--- config.mk ---
export PLATFORM = sky130hd
export DESIGN_NAME = rcc_fifo
export DESIGN_NICKNAME = d
export VERILOG_FILES = /design/src/rtl/rcc_pkg.sv /design/src/rtl/rcc_fifo.sv
export SDC_FILE = /design/constraint.sdc
export NUM_CORES = 1
export LEC_CHECK = 0
export BUFFER_PORTS_ARGS = -buffer_cell sky130_fd_sc_hd__buf_2
export CAP_MARGIN = 10
export CORE_ASPECT_RATIO = 1.75
export CORE_UTILIZATION = 35
export DETAILED_ROUTE_END_ITERATION = 8
export PLACE_DENSITY = 0.58
export SLEW_MARGIN = 20
export SYNTH_ARGS = -nofsm -noshare
export SYNTH_HDL_FRONTEND = slang
export SYNTH_SLANG_ARGS = --single-unit
--- constraint.sdc ---
create_clock -name clk -period 7.3 [get_ports clk]
set_input_delay 0 -clock clk [delete_from_list [all_inputs] [get_ports clk]]
set_output_delay 0 -clock clk [all_outputs]
set_load 0.05 [all_outputs]
--- src/rtl/rcc_pkg.sv ---
// Shared types and constants for the RGB 3x3 convolution filter.
`default_nettype none
package rcc_pkg;

  localparam int PIX_W  = 24;
  localparam int ROW_W  = 17;
  localparam int QDEPTH = 4;
  localparam int QPTR_W = $clog2(QDEPTH);
  localparam int QCNT_W = $clog2(QDEPTH + 1);

  // item kind carried on in_tuser
  localparam logic OP_PIXEL = 1'b0;
  localparam logic OP_DRAIN = 1'b1;

  // one filter job: masked 3x3 window (index row*3 + column), pixels packed
  // red 23:16, green 15:8, blue 7:0
  typedef struct packed {
    logic [8:0][PIX_W-1:0] px;
    logic                  last;
  } rcc_job_t;

endpackage
`default_nettype wire

--- src/rtl/rcc_fifo.sv ---
// Short job queue between the window front end and the MAC back end.
`default_nettype none
module rcc_fifo (
  input  logic                       clk,
  input  logic                       rst_n,
  input  logic                       push,
  input  rcc_pkg::rcc_job_t          push_job,
  input  logic                       pop,
  output logic                       head_valid,
  output rcc_pkg::rcc_job_t          head_job,
  output logic [rcc_pkg::QCNT_W-1:0] count
);
  import rcc_pkg::*;

  rcc_job_t            slot_mem [QDEPTH];
  logic [QPTR_W-1:0]   wr_ptr_r, wr_ptr_nxt;
  logic [QPTR_W-1:0]   rd_ptr_r, rd_ptr_nxt;
  logic [QCNT_W-1:0]   count_r, count_nxt;

  assign head_valid = (count_r != '0);
  assign head_job   = slot_mem[rd_ptr_r];
  assign count      = count_r;

  always_comb begin
    wr_ptr_nxt = push ? wr_ptr_r + QPTR_W'(1) : wr_ptr_r;
    rd_ptr_nxt = pop  ? rd_ptr_r + QPTR_W'(1) : rd_ptr_r;
    count_nxt  = count_r + QCNT_W'(push) - QCNT_W'(pop);
  end

  always_ff @(posedge clk) begin
    if (push) begin
      slot_mem[wr_ptr_r] <= push_job;
    end
  end

  always_ff @(posedge clk) begin
    if (!rst_n) begin
      wr_ptr_r <= '0;
      rd_ptr_r <= '0;
      count_r  <= '0;
    end else begin
      wr_ptr_r <= wr_ptr_nxt;
      rd_ptr_r <= rd_ptr_nxt;
      count_r  <= count_nxt;
    end
  end

endmodule
`default_nettype wire

Yosys cells after proc, flatten, opt, wreduce, memory -nomap -nowiden
Memory sizes are Yosys's and may differ from the RTL's. A register that Yosys moved wholly into a read port is not among the register bits.
Index checks and enable logic that the tools add are counted.
{"block": "op_classes", "add_sub_neg": 4, "n_mul": 0, "n_div": 0, "n_lt_le_gt_ge": 0, "eq_ne": 0, "shifts": 0, "muxes": 4, "bitwise": 0, "n_reduce_logical": 1}
{"cell": "$add 2x1->2 const B", "n": 2}
{"cell": "$mux 2", "n": 2}
{"cell": "$add 3x1->3", "n": 1}
{"cell": "$reduce_bool 3->1", "n": 1}
{"cell": "$sub 3x1->3", "n": 1}
{"cell": "$mux 1", "n": 2}
{"block": "totals", "regBits": 7, "latch_bits": 0, "mem_bits_rw": 868, "mem_bits_ro": 0, "inputBits": 221, "elab_cells": 13, "mem_count": 1}
{"memory": "slot_mem", "depth": 4, "word_bits": 217, "read_ports": 1, "rd_ports_with_merged_regs": 1, "wr": 1, "line": "rcc_fifo.sv:15", "text": "rcc_job_t slot_mem [QDEPTH];"}

Longest topological paths before layout
Gate-level depths: netlist of run 1.
{"block": "logic_depth", "word_depth": 3, "ltp_mapped": 7, "depth_no_buf": 7}

Worst setup path before layout of run 1
OpenSTA, ideal clock, no wires.
{"block": "synth_path", "kind": "register to register", "startpoint": "reg wr_ptr_r[0]", "endpoint": "mem slot_mem[0][0] (netlist name) (enable)", "arrival_time_ns": 5.472, "t_required_ns": 6.696, "path_slack_ns": 1.224, "path_stages_with_launch": 4, "n_path_buf": 0, "path_cell_list": "dfxtp_1 -> inv_1 -> ha_1 -> and2_1"}
{"element": "start, declared", "line": "rcc_fifo.sv:16", "text": "logic [QPTR_W-1:0] wr_ptr_r, wr_ptr_nxt;"}
{"element": "start signal, assigned", "line": "rcc_fifo.sv:42", "text": "wr_ptr_r <= wr_ptr_nxt;"}
{"element": "end, declared", "line": "rcc_fifo.sv:15"}
Straight into the memory's write port.

==> Flow_metrics.wiki, run 1 <==
{| class="wikitable"
! Metric !! Value
|-
| Buffer and inverter count on the worst path || 2
|-
| Number of antenna violations at the first check in global routing || 7
|-
| Fin crit period || 3.25 ns
|-
| Top delay family on crit path || flip-flops
|-
| Pwr Total || 12.0 mW
|-
| Total power per unit cell area || 297 mW/mm²
|-
| Arr. time, crit path || 3.25 ns
|-
| Pin count of the biggest net entering global routing || 126
|-
| Fraction of post-synthesis cell area in the top cell type by area || 82.2%
|-
| Total I/O pin count || 442
|-
| Setup TNS || 0 ns
|-
| Diodes inserted || 0
|-
| Setup slack on the worst flop-to-flop path || 4.75 ns
|-
| Max clock buf depth || 3
|-
| Placeable core region || 0.0894 mm²
|-
| Maximum ir drop on the vdd rail || 0.248 mV
|-
| Starting density of the core || 35.5%
|-
| Iteration-0 DRC Markers || 722
|-
| Final cycle utilization of the critical path || 44.6%
|-
| Utilization after layout || 45.1%
|-
| Vias in the first global route || 16600
|-
| Sort of element at the start of the critical path || register
|-
| Clock buffer count from CTS || 82
|-
| Number of enable flip-flop cells after synthesis || 868
|-
| Number of H-tree levels || 3
|-
| Most numerous cell in the Yosys netlist || sky130_fd_sc_hd__edfxtp_1
|-
| Wire length of the first global-routing pass || 101000 µm
|-
| RR Startpoint || wr_ptr_r[0]
|-
| Count of yosys warnings during synthesis || 0
|-
| Required @ worst endpoint || 7.30 ns
|-
| Worst path cell trace || buf_12 -> mux4_2 -> buf_2
|-
| Area contributors post-synth || sky130_fd_sc_hd__edfxtp_1 (82%), sky130_fd_sc_hd__mux4_2 (15%), sky130_fd_sc_hd__dfxtp_1 (0.57%)
|-
| Layout overhead on the synthesized area || 27.0%
|-
| Netlist Area Pre-Place || 0.0317 mm²
|-
| Die Footprint || 0.0919 mm²
|-
| Post-detailed-route wirelength per cell || 21.3 µm
|-
| Hold-critical path endpoint || slot_mem[1][22]
|-
| Skew final || 0.0152 ns
|-
| Global-route usage over all layers || 14.6%
|-
| Beginning of the worst hold path || push_job[22]
|-
| Detailed-placement wirelength estimate || 38900 µm
|-
| Clk sink count || 877
|-
| Outcome || finished clean
|-
| Library cell with the largest summed area after synthesis || sky130_fd_sc_hd__edfxtp_1
|-
| Average vias per placed instance || 4.77
|-
| Number of buffer cells added on primary ports || 441
|-
| Total vias in the final route || 14900
|-
| Share of synthesized area occupied by flip-flops and latches || 82.7%
|-
| Cell depth of the worst hold path || 2
|-
| Number of library cell types mapped by synthesis || 19
|-
| Share of post-route cells with drive strength above 1 || 41.3%
|-
| Synth top cells by count || sky130_fd_sc_hd__edfxtp_1 (868), sky130_fd_sc_hd__mux4_2 (217), sky130_fd_sc_hd__buf_2 (24)
|-
| Die outline width || 230 µm
|-
| Maximum capacitance violations || 0
|-
| Std cell rows || 145
|-
| Wire length reported by the detailed router || 66500 µm
|-
| Synth Flop Type || sky130_fd_sc_hd__edfxtp_1
|-
| Static leakage || 13.5 nW
|-
| Post-route DRC || 0
|-
| Cell with the largest stage delay on the worst path || sky130_fd_sc_hd__dfxtp_4
|-
| Hold crit path type || in -> reg
|-
| Global route total overflow || 0
|-
| CP endpoint kind || primary output
|-
| Final setup viols || 0
|-
| Worst reg2reg path depth || 4
|-
| Clock-pin slew on the worst setup and hold paths || 0.07 ns
|-
| Peak Freq || 307 MHz
|-
| Longest individual stage delay on the worst path || 0.87 ns
|-
| Number of nets in the synthesized netlist || 1403
|-
| Root buffer cell || sky130_fd_sc_hd__clkbuf_16
|-
| Count of antenna-violating nets left after detailed routing || 0
|-
| Capturing point of the worst reg2reg path || slot_mem[2][162]
|-
| Post-synthesis register bit count || 877
|-
| Nets@finish || 2113
|-
| Actual transition at the worst max-transition pin || 1.02 ns
|-
| Final number of max-transition violations || 0
|-
| RSZ-0062 raised after global routing || no
|-
| Average size of a mapped cell || 27.0 µm²
|-
| Synthesized netlist cell count || 1175
|-
| Worst slew margin || 32.3%
|-
| Endpoints failing hold || 0
|-
| Share of async-settable or async-resettable flops after synthesis || 0%
|-
| Count of fill cells added during filler insertion || 7516
|-
| Routability cong. || 0.714
|-
| TritonCTS clock tree || yes
|-
| Length of the first detailed-routing pass in iterations || 6
|-
| Path type of the worst setup path || reg -> out
|-
| Worst-skew pair later-pin latency || 0.66 ns
|-
| Largest fanout on the critical path || 93
|-
| Floorplan die height || 400 µm
|}
==> flip-flops by register name (all words and copies together) (netlist names), named ones only <==
name      count
slot_mem    868
count         3
rd_ptr_r      2
wr_ptr_r      2
==> cell type report <==
type	count	area, µm²	area share [%]
Tap cell	1176	1470	3.65
Sequential cell	877	26300	65.1
Inverter	7	26.3	0.0652
Clock inverter	48	613	1.52
Timing Repair Buffer	674	4600	11.4
Clock buffer	101	2210	5.48
Multi-Input combinational cell	243	5130	12.7
==> worst max-delay path by stage <==
stage	cells after the start	slack (ns)	to	startpoint
2_1_floorplan	3	1.22	slot_mem[0][0]	wr_ptr_r[0]
3_5_place_dp	3	4.63	head_job[141]	register
4_1_cts	3	3.88	head_job[141]	register
6_report	3	4.05	head_job[136]	register
3_3_place_gp	3	4.64	head_job[141]	register
5_1_grt	3	3.77	head_job[136]	register
==> cells in the final DEF (no fill, tap or decap), types with 4 or more instances in the layout <==
| cell | n |
|---|---|
| sky130_fd_sc_hd__dfxtp_1 | 7 |
| sky130_fd_sc_hd__clkinvlp_4 | 6 |
| sky130_fd_sc_hd__clkinv_2 | 17 |
| sky130_fd_sc_hd__ha_1 | 6 |
| sky130_fd_sc_hd__buf_12 | 7 |
| sky130_fd_sc_hd__and2_4 | 4 |
| sky130_fd_sc_hd__mux4_2 | 217 |
| sky130_fd_sc_hd__bufinv_16 | 12 |
| sky130_fd_sc_hd__nor2_1 | 5 |
| sky130_fd_sc_hd__buf_4 | 5 |
| sky130_fd_sc_hd__dlygate4sd3_1 | 221 |
| sky130_fd_sc_hd__clkbuf_1 | 15 |
| sky130_fd_sc_hd__inv_1 | 7 |
| sky130_fd_sc_hd__clkinv_1 | 6 |
| sky130_fd_sc_hd__buf_2 | 441 |
| sky130_fd_sc_hd__edfxtp_1 | 868 |
| sky130_fd_sc_hd__clkbuf_16 | 86 |
==> power by group <==
part           leakage [nW]  internal, mW  switching (mW)
combinational          4.08         0.535            1.15
sequential             8.05          5.79          0.0699
clock                  1.37          2.60            1.84
==> kinds of logic (layout without fill, tap and decap cells) <==
| logic type | Yosys count | after routing | share of synthesized area [%] |
|---|---|---|---|
| compound gates | 2 | 2 | 0.0473 |
| mux | 218 | 218 | 15.4 |
| simple gates | 13 | 13 | 0.221 |
| flops | 877 | 877 | 82.7 |
| xor+xnor | 3 | 3 | 0.130 |
| buf+inv | 55 | 830 | 1.12 |
| fa+ha+maj | 7 | 7 | 0.300 |
==> stage by stage <==
| step | worst slack [ns] | std cells | instance area, µm² | hold WS, ns |
|---|---|---|---|---|
| 3_5_place_dp | 4.63 | 2756 | 35300 | 0.216 |
| 2_1_floorplan | 1.22 | 1175 | 31700 | 0.0989 |
| 6_report | 4.05 | 3126 | 40300 | 0.0900 |
| 3_3_place_gp | 4.64 | 2756 | 35300 | 0.210 |
| 5_1_grt | 3.77 | 3126 | 40300 | 0.0564 |
| 4_1_cts | 3.88 | 3126 | 40300 | 0.0231 |
==> routing by layer <==
| layer | vias to the layer above | track usage [%] | routed length [µm] |
|---|---|---|---|
| met3 | 103 | 3.79 | 4050 |
| met4 | 14 | 5.99 | 1700 |
| met1 | 7833 | 16.9 | 25600 |
| met2 | 437 | 25.5 | 35000 |
| li1 | 6537 | - | - |
| met5 | - | 0 | 101 |
==> repair_timing <==
action / CTS / global route
endpoints found under the setup margin: 0 / 0
hold buffers: 221 / 0
endpoints found under the hold margin: 877 / 0
gates resized for setup: 0 / 0
buffers inserted: 0 / 0
Note: power is estimated with default switching activity, not from simulation.
==> run 2, diff against run 1 <==
Clock period 7.3 ns to 3.15 ns, I/O delays scaled along.
==> run 2 against run 1 <==
- design area is 1.2% higher
- worst setup slack worse by 3.5 ns
- clock skew is 0.0032 ns higher
- sequential share of layout area is 0.80 points lower
- first-iteration DRC count is 9.6% higher
- final cell count is 1.4% higher
- worst hold slack better by 0.00054 ns
- power is 130% higher
- combinational power is 140% higher
- sequential power is 130% higher
- critical path type unchanged
- largest cell class unchanged
- highest routed layer unchanged
==> Flow_metrics.wiki, run 2 (synthesis gave the netlist of run 1 again) <==
{| class="wikitable"
! Metric !! Value
|-
| Pwr Total || 27.9 mW
|-
| Final setup viols || 0
|-
| Starting density of the core || 35.5%
|-
| Required @ worst endpoint || 3.15 ns
|-
| Most used cells in the layout excluding fill and tap cells || sky130_fd_sc_hd__edfxtp_1 (868), sky130_fd_sc_hd__buf_2 (441), sky130_fd_sc_hd__dlygate4sd3_1 (221)
|-
| Placement-stage cell area || 0.0358 mm²
|-
| Largest Register || slot_mem
|-
| Max reg flops || 868
|-
| Most common library cell in the layout ignoring fill and taps || sky130_fd_sc_hd__edfxtp_1
|-
| Wire length of the first global-routing pass || 103000 µm
|-
| Share of post-route cells with drive strength above 1 || 42.4%
|-
| Die Footprint || 0.0919 mm²
|-
| Wire length reported by the detailed router || 68100 µm
|-
| Global-route usage over all layers || 14.9%
|-
| TritonCTS clock tree || yes
|-
| Total I/O pin count || 442
|-
| Endpoints failing hold || 0
|-
| Final cell area excluding filler cells || 0.0408 mm²
|-
| CP endpoint kind || primary output
|-
| Routability cong. || 0.721
|-
| Hold crit path type || in -> reg
|-
| Worst-skew pair later-pin latency || 0.66 ns
|-
| Average vias per placed instance || 4.77
|-
| Peak Freq || 381 MHz
|-
| Total vias in the final route || 15100
|-
| Post-detailed-route wirelength per cell || 21.5 µm
|-
| Post-route DRC || 0
|-
| Std cell rows || 145
|-
| Post-CTS setup buffer count || 0
|-
| Iteration-0 DRC Markers || 791
|-
| Total power per unit cell area || 683 mW/mm²
|-
| Sort of element at the start of the critical path || register
|-
| Maximum ir drop on the vdd rail || 0.547 mV
|-
| Number of H-tree levels || 3
|-
| Maximum capacitance violations || 0
|-
| Static leakage || 13.8 nW
|-
| Placeable core region || 0.0894 mm²
|-
| Clock buffer count from CTS || 82
|-
| Clock-pin slew on the worst setup and hold paths || 0.06 ns
|-
| Final cycle utilization of the critical path || 83.2%
|-
| Global route total overflow || 0
|-
| Detailed-placement wirelength estimate || 43600 µm
|-
| Layout overhead on the synthesized area || 28.6%
|-
| Die outline width || 230 µm
|-
| Number of buffer cells added on primary ports || 441
|-
| Nets@finish || 2157
|-
| Root buffer cell || sky130_fd_sc_hd__clkbuf_16
|-
| Floorplan die height || 400 µm
|-
| Vias in the first global route || 16800
|-
| Path type of the worst setup path || reg -> out
|-
| Arr. time, crit path || 2.62 ns
|-
| Skew final || 0.0184 ns
|-
| Length of the first detailed-routing pass in iterations || 6
|-
| RSZ-0062 raised after global routing || no
|-
| Pin count of the biggest net entering global routing || 93
|-
| Outcome || finished clean
|-
| Setup TNS || 0 ns
|-
| Fin crit period || 2.62 ns
|-
| Count of antenna-violating nets left after detailed routing || 0
|-
| Worst slew margin || 53.0%
|-
| Max clock buf depth || 3
|-
| Clk sink count || 877
|-
| Actual transition at the worst max-transition pin || 0.705 ns
|-
| Final number of max-transition violations || 0
|-
| Largest fanout on the critical path || 30
|-
| Number of antenna violations at the first check in global routing || 7
|}
-- run 2: cell types whose count changed in the layout (fill, tap and decap cells not counted), sizes merged --
cell / change
bufinv: +1
clkbuf: -2
clkinvlp: -2
diode: +3
inv: +1
buf: +44
-- run 2: final timing paths --
| path | from | end | slack (ns) | depth (start not counted) |
|---|---|---|---|---|
| min reg2reg | rd_ptr_r[0] | register | 0.54 | 2 |
| max | register | head_job[108] | 0.53 | 4 |
| min | push_job[155] | slot_mem[3][155] | 0.09 | 2 |
| max reg2reg | wr_ptr_r[0] | slot_mem[2][124] | 1.20 | 4 |
-- run 2: cell type report --
type                       instances  area [µm²]
antenna                            3        7.51
clock buffer                      99        2190
clock inverter                    48         622
fill                            7497       48600
inverter                           7        26.3
multi-input combinational        243        5130
sequential                       877       26300
tap                             1176        1470
timing repair buffer             718        5100
-- run 2: worst max-delay path: stages (launching register included) --
cell,delay [ns]
sky130_fd_sc_hd__dfxtp_4,0.59
sky130_fd_sc_hd__buf_12,0.25
sky130_fd_sc_hd__buf_12,0.27
sky130_fd_sc_hd__mux4_2,0.55
sky130_fd_sc_hd__buf_2,0.23
-- run 2: report_power, final --
part / total, mW / internal, mW / switching (mW)
Clock: 10.3 / 6.05 / 4.23
Combinational: 4.04 / 1.32 / 2.72
Sequential: 13.6 / 13.4 / 0.138
-- run 2: layer usage --
metal	global-route usage, %	routed length (µm)
met3	4.09	4350
met5	0	62
met4	5.56	1600
met2	26.3	36000
met1	17.2	26200
-- run 2: per-stage QoR --
stage | setup WS (ns) | utilization [%] | hold slack, ns | std cells
floorplan | 0.643 | - | 0.0989 | 1175
global placement | 1.15 | 40.0 | 0.209 | 2800
detailed placement | 1.13 | 40.0 | 0.217 | 2800
CTS | 0.388 | 45.6 | 0.0152 | 3168
global route | 0.338 | 45.6 | 0.0548 | 3169
finish | 0.528 | 45.6 | 0.0906 | 3171
-- run 2: repair_timing --
item | CTS | global route
resized for setup | 0 | 0
endpoints found under the setup margin | 0 | 0
hold buffers | 221 | 0
endpoints found under the hold margin | 923 | 0
==> run 3, diff against run 2 <==
Settings changed: PLACE_DENSITY 0.58 to 0.6.
Clock period 3.15 ns to 2.3 ns, I/O delays scaled along.
==> run 3 against run 2 <==
- worst hold slack gained 0.0082 ns
- combinational power rose by 57%
- sequential share of layout area is 2.2 points lower
- wire length rose by 3.4%
- clock skew increased by 0.0032 ns
- via count is 1.5% higher
- first-iteration DRC count is 1.6% higher
- design area up 3.5%
- critical path depth unchanged
- critical path type unchanged
- register-to-register slack got worse by 1.1 ns
- final cell count increased by 1.5%
==> Flow_metrics.wiki, run 3 (synthesis gave the netlist of run 1 again) <==
{| class="wikitable"
! Metric !! Value
|-
| Reported net switching power || 9.87 mW
|-
| Clk sink count || 877
|-
| Peak Freq || 435 MHz
|-
| Max reg flops || 868
|-
| Comb pwr share || 16.7%
|-
| Total I/O pin count || 442
|-
| Switching share of power || 25.9%
|-
| RSZ-0062 raised after global routing || yes
|-
| Number of buffer cells added on primary ports || 441
|-
| Required @ worst endpoint || 2.30 ns
|-
| Max clock buf depth || 3
|-
| Maximum ir drop on the vdd rail || 0.727 mV
|-
| Internal power || 28.3 mW
|-
| TritonCTS clock tree || yes
|-
| Clock-pin slew on the worst setup and hold paths || 0.06 ns
|-
| Static leakage || 14.4 nW
|-
| Total power per unit cell area || 903 mW/mm²
|-
| Clock buffer count from CTS || 82
|-
| Routability cong. || 0.753
|-
| Final number of max-transition violations || 0
|-
| Skew final || 0.0216 ns
|-
| Met2 routed wirelength || 36900 µm
|-
| Average vias per placed instance || 4.77
|-
| Count of antenna-violating nets left after detailed routing || 0
|-
| Length of the first detailed-routing pass in iterations || 5
|-
| Die outline width || 230 µm
|-
| Placed instance count || 2821
|-
| Worst slack, placed || 0.530 ns
|-
| Wire length of the first global-routing pass || 106000 µm
|-
| Outcome || finished clean
|-
| Root buffer cell || sky130_fd_sc_hd__clkbuf_16
|-
| Path type of the worst setup path || reg -> out
|-
| Floorplan die height || 400 µm
|-
| Worst slew margin || 60.6%
|-
| Number of H-tree levels || 3
|-
| Std cell rows || 145
|-
| Number of cells in the finished layout apart from fillers || 3220
|-
| Maximum capacitance violations || 0
|-
| Endpoints failing hold || 0
|-
| CP endpoint kind || primary output
|-
| Detailed-placement wirelength estimate || 44300 µm
|-
| Total vias in the final route || 15300
|-
| Setup TNS || 0 ns
|-
| Share of power burned in the clock network || 34.7%
|-
| Sum of routed wire segments on met1 || 27000 µm
|-
| Wire length reported by the detailed router || 70500 µm
|-
| Post-route DRC || 0
|-
| Fin crit period || 2.30 ns
|-
| Actual transition at the worst max-transition pin || 0.591 ns
|-
| Pin count of the biggest net entering global routing || 76
|-
| Starting density of the core || 35.5%
|-
| Share of post-route cells with drive strength above 1 || 43.6%
|-
| Iteration-0 DRC Markers || 804
|-
| Vias in the first global route || 17300
|-
| Most common library cell in the layout ignoring fill and taps || sky130_fd_sc_hd__edfxtp_1
|-
| Die Footprint || 0.0919 mm²
|-
| Largest Register || slot_mem
|-
| Uppermost layer routed || met5
|-
| Final cycle utilization of the critical path || 99.9%
|-
| Worst-case setup margin in the final layout || 0.00143 ns
|-
| Placeable core region || 0.0894 mm²
|-
| Largest fanout on the critical path || 11
|-
| Arr. time, crit path || 2.30 ns
|-
| Global route total overflow || 0
|-
| Most used cells in the layout excluding fill and tap cells || sky130_fd_sc_hd__edfxtp_1 (868), sky130_fd_sc_hd__buf_2 (293), sky130_fd_sc_hd__dlygate4sd3_1 (222)
|-
| Number of antenna violations at the first check in global routing || 10
|-
| Hold crit path type || in -> reg
|-
| Global-route usage over all layers || 15.4%
|-
| Sequential group share of total power || 48.6%
|-
| Sort of element at the start of the critical path || register
|-
| Final cell area excluding filler cells || 0.0422 mm²
|-
| Sum of met3 wire segment lengths after detailed routing || 4360 µm
|-
| Final setup viols || 0
|-
| Layout overhead on the synthesized area || 33.1%
|-
| Nets@finish || 2204
|-
| Post-detailed-route wirelength per cell || 21.9 µm
|-
| Worst-skew pair later-pin latency || 0.64 ns
|-
| Placement-stage cell area || 0.0360 mm²
|}
[run 3: layout make-up]
cell class	count	area [µm²]
fill	7284	47200
tap	1176	1470
sequential	877	26300
multi-input combinational	243	5130
clock inverter	45	414
antenna	4	10.0
inverter	7	26.3
clock buffer	103	2220
timing repair buffer	765	6710
[run 3: layer usage]
| metal | global-route usage [%] | vias to the layer above |
|---|---|---|
| li1 | - | 6718 |
| met1 | 17.8 | 8017 |
| met2 | 26.9 | 476 |
| met3 | 3.82 | 125 |
| met4 | 6.50 | 12 |
| met5 | 0 | - |
[run 3: critical path: stages (launching register included)]
cell	delay, ns
sky130_fd_sc_hd__dfxtp_4	0.41
sky130_fd_sc_hd__buf_16	0.18
sky130_fd_sc_hd__bufbuf_16	0.32
sky130_fd_sc_hd__mux4_2	0.51
sky130_fd_sc_hd__buf_4	0.21
[run 3: power by group through the flow]
| stage | registers, mW | clock network [mW] | logic (mW) |
|---|---|---|---|
| detailed placement | 18.9 | 0 | 5.37 |
| CTS | 18.6 | 13.6 | 6.30 |
| floorplan | 18.9 | 0 | 3.73 |
| finish | 18.6 | 13.2 | 6.35 |
| global placement | 18.8 | 0 | 5.32 |
| global route | 18.6 | 14.1 | 6.66 |
[run 3: final timing paths]
path / start / to / slack [ns] / cells after the start
max: register / head_job[153] / 0.001 / 4
min: push_job[85] / slot_mem[3][85] / 0.1 / 2
max reg2reg: count[0] / count[1] / 0.12 / 7
min reg2reg: rd_ptr_r[0] / register / 0.55 / 2
[run 3: through the flow]
step                      hold WS [ns]  utilization [%]  power (mW)
after floorplan                 0.0989                -        22.6
after global placement           0.209             40.3        24.2
after detailed placement         0.216             40.3        24.3
after CTS                       0.0201             46.9        38.5
after global routing            0.0601             47.2        39.4
final                           0.0987             47.2        38.2
[run 3: repair_timing]
action / in CTS / in global routing
cloned: 8 / 4
resized for setup: 219 / 63
endpoints found under the hold margin: 885 / 0
hold buffers: 222 / 0
setup endpoints to repair: 196 / 108
setup buffers: 11 / 4
